==> src/tfm_pkg.sv <==
`timescale 1ns / 1ps

package tfm_pkg;

  localparam int DATA_WIDTH  = 32;
  localparam int QUEUE_DEPTH = 4;
  localparam int DEG_W       = 7;
  localparam int CFG_IDX_W   = 3;

  localparam logic [DEG_W-1:0] DEG_FULL = 7'd100;
  localparam logic [DEG_W-1:0] DEG_NONE = 7'd0;

  typedef enum logic [CFG_IDX_W-1:0] {
    CFG_LEFT_FOOT,
    CFG_LEFT_CORE,
    CFG_RIGHT_CORE,
    CFG_RIGHT_FOOT,
    CFG_LEFT_OPEN,
    CFG_RIGHT_OPEN
  } cfg_idx_e;

  typedef struct packed {
    logic             shoulder;
    logic [DEG_W-1:0] degree;
  } cls_t;

endpackage

==> src/tfm_front.sv <==
`timescale 1ns / 1ps

module tfm_front #(
  parameter int DATA_WIDTH = tfm_pkg::DATA_WIDTH
) (
  input  logic                            clk_i,
  input  logic                            rst_ni,
  input  logic                            cfg_we_i,
  input  logic [tfm_pkg::CFG_IDX_W-1:0]   cfg_idx_i,
  input  logic [DATA_WIDTH-1:0]           cfg_wdata_i,
  input  logic signed [DATA_WIDTH-1:0]    sample_i,
  output tfm_pkg::cls_t                   cls_o,
  output logic [DATA_WIDTH-1:0]           num_o,
  output logic [DATA_WIDTH-1:0]           den_o
);

  logic signed [DATA_WIDTH-1:0] lf_q, lc_q, rc_q, rf_q;
  logic                         lo_q, ro_q;
  logic                         full_deg, fall_side, rise_ok, fall_ok;

  always_ff @(posedge clk_i or negedge rst_ni) begin
    if (!rst_ni) begin
      lf_q <= '0;
      lc_q <= '0;
      rc_q <= '0;
      rf_q <= '0;
      lo_q <= 1'b0;
      ro_q <= 1'b0;
    end else if (cfg_we_i) begin
      case (cfg_idx_i)
        tfm_pkg::CFG_LEFT_FOOT:  lf_q <= cfg_wdata_i;
        tfm_pkg::CFG_LEFT_CORE:  lc_q <= cfg_wdata_i;
        tfm_pkg::CFG_RIGHT_CORE: rc_q <= cfg_wdata_i;
        tfm_pkg::CFG_RIGHT_FOOT: rf_q <= cfg_wdata_i;
        tfm_pkg::CFG_LEFT_OPEN:  lo_q <= cfg_wdata_i[0];
        tfm_pkg::CFG_RIGHT_OPEN: ro_q <= cfg_wdata_i[0];
        default: ;
      endcase
    end
  end

  always_comb begin
    full_deg  = 1'b0;
    fall_side = 1'b0;
    if (lo_q) begin
      if (sample_i <= rc_q) full_deg = 1'b1;
      else fall_side = 1'b1;
    end else if (ro_q) begin
      if (sample_i >= lc_q) full_deg = 1'b1;
    end else if (sample_i >= lc_q && sample_i <= rc_q) begin
      full_deg = 1'b1;
    end else if (sample_i > rc_q) begin
      fall_side = 1'b1;
    end
  end

  assign rise_ok = (sample_i > lf_q) && (sample_i < lc_q);
  assign fall_ok = (sample_i > rc_q) && (sample_i < rf_q);

  assign cls_o.shoulder = !full_deg && (fall_side ? fall_ok : rise_ok);
  assign cls_o.degree   = full_deg ? tfm_pkg::DEG_FULL : tfm_pkg::DEG_NONE;

  assign num_o = fall_side ? $unsigned(rf_q - sample_i) : $unsigned(sample_i - lf_q);
  assign den_o = fall_side ? $unsigned(rf_q - rc_q) : $unsigned(lc_q - lf_q);

endmodule

==> src/tfm_queue.sv <==
`timescale 1ns / 1ps

module tfm_queue #(
  parameter int WIDTH = 8,
  parameter int DEPTH = tfm_pkg::QUEUE_DEPTH
) (
  input  logic             clk_i,
  input  logic             rst_ni,
  input  logic             wr_i,
  input  logic [WIDTH-1:0] wdata_i,
  output logic             full_o,
  input  logic             rd_i,
  output logic [WIDTH-1:0] rdata_o,
  output logic             valid_o
);

  localparam int PW = $clog2(DEPTH);
  localparam int CW = $clog2(DEPTH + 1);

  logic [WIDTH-1:0] mem_q [DEPTH];
  logic [PW-1:0]    wr_ptr_q, rd_ptr_q;
  logic [CW-1:0]    cnt_q;
  logic             do_wr, do_rd;

  assign full_o  = (cnt_q == CW'(DEPTH));
  assign valid_o = (cnt_q != '0);
  assign do_wr   = wr_i && !full_o;
  assign do_rd   = rd_i && valid_o;
  assign rdata_o = mem_q[rd_ptr_q];

  always_ff @(posedge clk_i or negedge rst_ni) begin
    if (!rst_ni) begin
      wr_ptr_q <= '0;
      rd_ptr_q <= '0;
      cnt_q    <= '0;
    end else begin
      if (do_wr) begin
        wr_ptr_q <= (wr_ptr_q == PW'(DEPTH - 1)) ? '0 : wr_ptr_q + PW'(1);
      end
      if (do_rd) begin
        rd_ptr_q <= (rd_ptr_q == PW'(DEPTH - 1)) ? '0 : rd_ptr_q + PW'(1);
      end
      if (do_wr && !do_rd) cnt_q <= cnt_q + CW'(1);
      else if (do_rd && !do_wr) cnt_q <= cnt_q - CW'(1);
    end
  end

  always_ff @(posedge clk_i) begin
    if (do_wr) mem_q[wr_ptr_q] <= wdata_i;
  end

endmodule

==> src/tfm_back.sv <==
`timescale 1ns / 1ps

module tfm_back #(
  parameter int DATA_WIDTH = tfm_pkg::DATA_WIDTH
) (
  input  logic                      clk_i,
  input  logic                      rst_ni,
  input  logic                      in_valid_i,
  input  tfm_pkg::cls_t             in_cls_i,
  input  logic [DATA_WIDTH-1:0]     in_num_i,
  input  logic [DATA_WIDTH-1:0]     in_den_i,
  output logic                      in_take_o,
  output logic                      res_valid_o,
  output logic [tfm_pkg::DEG_W-1:0] res_degree_o,
  input  logic                      res_pop_i
);

  localparam int QB = tfm_pkg::DEG_W;
  localparam int NW = DATA_WIDTH + QB;

  logic [QB:0]             vld_q, vld_d;
  logic [NW-1:0]           rem_q [QB+1];
  logic [NW-1:0]           rem_d [QB+1];
  logic [NW-1:0]           dsh   [QB+1];
  logic [DATA_WIDTH-1:0]   den_q [QB+1];
  logic [DATA_WIDTH-1:0]   den_d [QB+1];
  logic [QB-1:0]           quo_q [QB+1];
  logic [QB-1:0]           quo_d [QB+1];
  tfm_pkg::cls_t           cls_q [QB+1];
  tfm_pkg::cls_t           cls_d [QB+1];

  logic                    adv, round_up, out_vld_q;
  logic [QB-1:0]           out_deg_q, deg_d;

  assign adv       = !out_vld_q || res_pop_i;
  assign in_take_o = adv && in_valid_i;

  always_comb begin
    vld_d[0] = in_valid_i;
    rem_d[0] = NW'(in_num_i) * NW'(tfm_pkg::DEG_FULL);
    den_d[0] = in_den_i;
    quo_d[0] = '0;
    cls_d[0] = in_cls_i;
    dsh[0]   = '0;
    for (int i = 1; i <= QB; i++) begin
      dsh[i]   = NW'(den_q[i-1]) << (QB - i);
      vld_d[i] = vld_q[i-1];
      den_d[i] = den_q[i-1];
      cls_d[i] = cls_q[i-1];
      if (rem_q[i-1] >= dsh[i]) begin
        rem_d[i] = rem_q[i-1] - dsh[i];
        quo_d[i] = quo_q[i-1] | (QB'(1) << (QB - i));
      end else begin
        rem_d[i] = rem_q[i-1];
        quo_d[i] = quo_q[i-1];
      end
    end
  end

  assign round_up = {rem_q[QB][DATA_WIDTH-1:0], 1'b0} >= {1'b0, den_q[QB]};
  assign deg_d    = cls_q[QB].shoulder ? quo_q[QB] + QB'(round_up) : cls_q[QB].degree;

  always_ff @(posedge clk_i or negedge rst_ni) begin
    if (!rst_ni) begin
      vld_q     <= '0;
      out_vld_q <= 1'b0;
    end else if (adv) begin
      vld_q     <= vld_d;
      out_vld_q <= vld_q[QB];
    end
  end

  always_ff @(posedge clk_i) begin
    if (adv) begin
      for (int i = 0; i <= QB; i++) begin
        rem_q[i] <= rem_d[i];
        den_q[i] <= den_d[i];
        quo_q[i] <= quo_d[i];
        cls_q[i] <= cls_d[i];
      end
      out_deg_q <= deg_d;
    end
  end

  assign res_valid_o  = out_vld_q;
  assign res_degree_o = out_deg_q;

endmodule

==> src/trapezoid_fuzzy_membership.sv <==
`timescale 1ns / 1ps

// Trapezoidal membership grader: each pushed sample yields one degree in
// hundredths (0..100, rounded half up). At full rate one sample is taken
// and one result leaves per cycle, while full is low and pop is held. An
// accepted sample passes the queue and then the back end: a stage that
// forms 100 times the shoulder offset, seven restoring divide stages (one
// quotient bit each), and the result register that holds the rounded
// degree. A queue of QUEUE_DEPTH entries sits between the classifier and
// the divide pipeline, so full rises only when the result side has been
// stalled long enough to fill it.
module trapezoid_fuzzy_membership #(
  parameter int DATA_WIDTH  = tfm_pkg::DATA_WIDTH,
  parameter int QUEUE_DEPTH = tfm_pkg::QUEUE_DEPTH
) (
  input  logic                            clk_i,
  input  logic                            rst_ni,
  input  logic                            cfg_we_i,
  input  logic [tfm_pkg::CFG_IDX_W-1:0]   cfg_idx_i,
  input  logic [DATA_WIDTH-1:0]           cfg_wdata_i,
  input  logic                            push,
  output logic                            full,
  input  logic signed [DATA_WIDTH-1:0]    sample_value_i,
  output logic                            empty,
  input  logic                            pop,
  output logic [tfm_pkg::DEG_W-1:0]       degree_hundredths_o
);

  localparam int EW = $bits(tfm_pkg::cls_t) + 2 * DATA_WIDTH;

  tfm_pkg::cls_t         f_cls, q_cls;
  logic [DATA_WIDTH-1:0] f_num, f_den, q_num, q_den;
  logic [EW-1:0]         q_rdata;
  logic                  q_valid, q_take, res_valid;

  tfm_front #(.DATA_WIDTH(DATA_WIDTH)) u_front (
    .clk_i       (clk_i),
    .rst_ni      (rst_ni),
    .cfg_we_i    (cfg_we_i),
    .cfg_idx_i   (cfg_idx_i),
    .cfg_wdata_i (cfg_wdata_i),
    .sample_i    (sample_value_i),
    .cls_o       (f_cls),
    .num_o       (f_num),
    .den_o       (f_den)
  );

  tfm_queue #(.WIDTH(EW), .DEPTH(QUEUE_DEPTH)) u_queue (
    .clk_i   (clk_i),
    .rst_ni  (rst_ni),
    .wr_i    (push),
    .wdata_i ({f_cls, f_num, f_den}),
    .full_o  (full),
    .rd_i    (q_take),
    .rdata_o (q_rdata),
    .valid_o (q_valid)
  );

  assign {q_cls, q_num, q_den} = q_rdata;

  tfm_back #(.DATA_WIDTH(DATA_WIDTH)) u_back (
    .clk_i        (clk_i),
    .rst_ni       (rst_ni),
    .in_valid_i   (q_valid),
    .in_cls_i     (q_cls),
    .in_num_i     (q_num),
    .in_den_i     (q_den),
    .in_take_o    (q_take),
    .res_valid_o  (res_valid),
    .res_degree_o (degree_hundredths_o),
    .res_pop_i    (pop)
  );

  assign empty = !res_valid;

endmodule

==> config.mk <==
export PLATFORM = sky130hd
export DESIGN_NAME = trapezoid_fuzzy_membership
export DESIGN_NICKNAME = d
export VERILOG_FILES = /design/src/tfm_pkg.sv /design/src/tfm_front.sv /design/src/tfm_queue.sv /design/src/tfm_back.sv /design/src/trapezoid_fuzzy_membership.sv
export SDC_FILE = /design/constraint.sdc
export NUM_CORES = 2
export LEC_CHECK = 0
export BUFFER_PORTS_ARGS = -buffer_cell sky130_fd_sc_hd__buf_2
export CORE_UTILIZATION = 47
export DETAILED_ROUTE_END_ITERATION = 7
export GPL_TIMING_DRIVEN = 0
export SYNTH_ARGS = -nofsm -noshare
export SYNTH_HDL_FRONTEND = slang
export SYNTH_SLANG_ARGS = --single-unit
==> constraint.sdc <==
create_clock -name clk_i -period 21.6 [get_ports clk_i]
set_input_delay 1.08 -clock clk_i [delete_from_list [all_inputs] [get_ports clk_i]]
set_output_delay 1.08 -clock clk_i [all_outputs]
set_load 0.02 [all_outputs]
==> impl_metrics.env <==
export IMPL_die_h_um=361
export IMPL_yosys_area_share_simple_pct=9.83
export IMPL_setup_violations=0
export IMPL_crit_chain="clkbuf_1 -> clkbuf_1 -> buf_1 -> mux4_2 -> ha_1 -> ha_1 -> fa_1 -> ha_1 -> a21o_1 -> a21oi_1 -> a21oi_1 -> and3_1 -> o2111ai_1 -> a41oi_1 -> o41ai_1 -> o21ai_0 -> a21boi_0 -> xnor2_1"
export IMPL_grt_pass1_vias=43300
export IMPL_rsz0062_at_grt="false"
export IMPL_synth_edf_count=863
export IMPL_ys_async_sr_fraction_pct=14.5
export IMPL_cts_tree="done"
export IMPL_fillerInstances=11200
export IMPL_track_usage_pct=23.2
export IMPL_clock_root_buffer="clkbuf_16"
export IMPL_dp_hpwl_mm=122
export IMPL_instances_no_fill=7529
export IMPL_coreArea_sq_um=128000
export IMPL_hold_buffers=0
export IMPL_ioPinCount=81
export IMPL_synth_seq_cells=1009
export IMPL_synth_nets=6225
export IMPL_slew_headroom_pct=4.45
export IMPL_synth_top_family_by_area="compound AO/OA/AOI/OAI gates"
export IMPL_synth_ff_type="edfxtp_1"
export IMPL_syn_area_sq_um=60700
export IMPL_netlist_instances=5561
export IMPL_r2r_slack_ns=14.20
export IMPL_gp_congestion=0.924
export IMPL_post_drt_wl_per_cell_um=20.1
export IMPL_die_w_um=361
export IMPL_critical_path_required_ns=22.06
export IMPL_synth_fa_ha_area_share_pct=12.7
export IMPL_period_minus_slack_ns=7.40
export IMPL_firstDrtPassIters=6
export IMPL_cp_common_cell="ha_1"
export IMPL_max_freq_mhz=135
export IMPL_avgViaCountPerCell=5.51
export IMPL_max_cap_violations=0
export IMPL_hold_viol=0
export IMPL_layout_drive_gt1_share_pct=8.16
export IMPL_nets=6435
export IMPL_dr_first_iter_drc_count=2376
export IMPL_drt_wl_total_mm=151
export IMPL_dp_cells=7319
export IMPL_tightest_slew_ns=1.42
export IMPL_hold_class="in2async"
export IMPL_r2r_start="u_queue.rd_ptr_q[0]"
export IMPL_rr_worst_depth=18
export IMPL_grt_pass1_wl_mm=233
export IMPL_ys_warnings_count=0
export IMPL_synth_compound_area_share_pct=15.3
export IMPL_start_util_pct=47.5
export IMPL_slowest_stage="buf_1"
export IMPL_worstSetupEndpointType="flip-flop"
export IMPL_cts_buffers=112
export IMPL_grt_max_degree=109
export IMPL_synthMuxAreaShare_pct=3.95
export IMPL_timing_rr_end="u_back.rem_q[0][36]"
export IMPL_clock_latency_ns=0.73
export IMPL_fin_skew_ns=0.0297
export IMPL_synthXorXnorAreaFrac_pct=4.94
export IMPL_critPathLaunchType="flip-flop"
export IMPL_maxSlewViolCount=0
export IMPL_outcome="complete, no violations"
export IMPL_drtAntennaViolNets=0
export IMPL_drcViolationCount=0
export IMPL_crit_fanout=10
export IMPL_vias=41500
export IMPL_cp_arrival_ns=7.86
export IMPL_crit_type="reg2reg"
export IMPL_seq_area_frac_synth_pct=48.7
export IMPL_cts_setup_buffers=0
export IMPL_placementRows=131
export IMPL_whs_ns=0.246
export IMPL_fin_area_sq_um=67200
export IMPL_area_growth_syn_to_layout_pct=10.8
export IMPL_critical_path_max_stage_delay_ns=0.95
export IMPL_htree_levels=3
export IMPL_ys_types=94
export IMPL_clockBufferDepth=3
export IMPL_die_area_sq_um=131000
export IMPL_cts_clk_slew_worst_paths_ns=0.06
export IMPL_post_cts_resized=0
export IMPL_antennaDiodeCount=0
export IMPL_grt_overflow_total=0
export IMPL_portBuffers=79
export IMPL_numClockSinks=1009
export IMPL_place_area_sq_um=63600
export IMPL_syn_area_per_cell_sq_um=10.9
export IMPL_antenna_found_initial=0
export IMPL_min_period_over_period_pct=34.3
[flip-flops by register name, indices dropped and copies added (netlist names)]
register             flops
u_back.cls_q            16
u_back.den_q           256
u_back.quo_q            28
u_back.rem_q           292
u_back.res_degree_o      7
u_back.res_valid_o       1
u_back.vld_q             8
u_front.lc_q            32
u_front.lf_q            32
u_front.lo_q             1
u_front.rc_q            32
u_front.rf_q            32
u_front.ro_q             1
u_queue.cnt_q            3
u_queue.mem_q          264
u_queue.rd_ptr_q         2
u_queue.wr_ptr_q         2
[cell usage after synthesis (all sizes together) (9+ instances only)]
master / n / share of area (%)
a211o: 13 / 0.19
xnor2: 186 / 2.7
o21a: 68 / 0.84
a21oi: 406 / 3.4
a211oi: 44 / 0.57
dfrtp: 146 / 6.0
nand4: 74 / 0.76
xor2: 156 / 2.3
o221ai: 10 / 0.16
nor3: 54 / 0.45
o21bai: 37 / 0.46
o211ai: 27 / 0.33
ha: 553 / 11
mux2i: 12 / 0.20
nand2b: 64 / 0.66
mux2: 70 / 1.3
nor3b: 13 / 0.16
nand4b: 9 / 0.13
nor2b: 67 / 0.69
buf: 25 / 0.22
a31o: 14 / 0.20
a21boi: 15 / 0.19
a2111oi: 9 / 0.13
nand3b: 9 / 0.11
o31a: 14 / 0.20
edfxtp: 863 / 43
and3: 43 / 0.45
a21o: 193 / 2.4
nand3: 72 / 0.59
or2: 12 / 0.12
or3: 18 / 0.19
and4: 14 / 0.20
clkbuf: 107 / 0.66
nor4: 23 / 0.26
o31ai: 36 / 0.45
and2: 24 / 0.25
o21ai: 500 / 4.1
nor2: 239 / 1.5
inv: 597 / 3.7
mux4: 66 / 2.4
fa: 39 / 1.3
nand2: 484 / 3.0
a31oi: 36 / 0.38
[layout make-up]
| type | count | area (sq um) | area share, % |
|---|---|---|---|
| Sequential cell | 1009 | 29600 | 44.0 |
| Clock inverter | 70 | 632 | 0.940 |
| Multi-Input combinational cell | 3823 | 28400 | 42.2 |
| Timing Repair Buffer | 96 | 803 | 1.19 |
| Clock buffer | 140 | 3000 | 4.46 |
| Inverter | 597 | 2240 | 3.34 |
| Tap cell | 1662 | 2080 | 3.09 |
| Buffer | 132 | 539 | 0.802 |
[critical path, delay by kind of cell, from the launching register on]
kind                     cells  cell delay, ns
AND/OR/NAND/NOR              1            0.27
flip-flops                   1            0.35
buffers and inverters        3            1.98
XOR/XNOR                     1            0.10
adder cells (fa/ha/maj)      4            1.46
AO/OA/AOI/OAI                8            2.28
multiplexers                 1            0.69
[cell families (layout without fill, tap and decap cells)]
group           after synthesis  in the layout
simple gates               1240           1240
mux                         148            148
flops                      1009           1009
buf+inv                     729           1035
fa+ha+maj                   592            592
xor+xnor                    342            342
compound gates             1501           1501
[worst max path at each step]
stage	cells past startpoint	start	slack (ns)	to
after detailed placement	18	u_queue.rd_ptr_q[0]	13.92	u_back.rem_q[0][36]
after global routing	18	u_queue.rd_ptr_q[0]	13.66	u_back.rem_q[0][36]
after global placement	4	pop	-4.45	u_back.vld_q[5]
final	18	u_queue.rd_ptr_q[0]	14.20	u_back.rem_q[0][36]
after CTS	18	u_queue.rd_ptr_q[0]	13.91	u_back.rem_q[0][36]
after floorplan	3	pop	1.66	u_back.vld_q[1]
[through the flow]
| step | worst slack, ns | TNS (ns) | utilization [%] |
|---|---|---|---|
| floorplan | 1.66 | 0 | - |
| global placement | -4.45 | -1844.16 | 49.4 |
| detailed placement | 13.92 | 0 | 49.7 |
| CTS | 13.91 | 0 | 52.6 |
| global route | 13.66 | 0 | 52.6 |
| finish | 14.20 | 0 | 52.6 |
[layout by cell type, fill, tap and decap left out, types with 146 or more instances in the layout]
cell,n
edfxtp_1,863
xor2_1,156
a21o_1,193
nor2_1,238
ha_1,553
nand2_1,483
o21ai_0,493
dfrtp_1,146
a21oi_1,404
inv_1,594
xnor2_1,186
[layer usage]
layer	GRT usage (%)	wire [um]	vias up
li1	-	-	20700
met1	23.3	56000	19600
met2	45.1	81000	728
met3	2.49	3560	376
met4	14.9	10900	0
met5	0	0	-
Power is not shown: default switching activity piles up to over one toggle a cycle in this logic, so the estimate is an artifact.
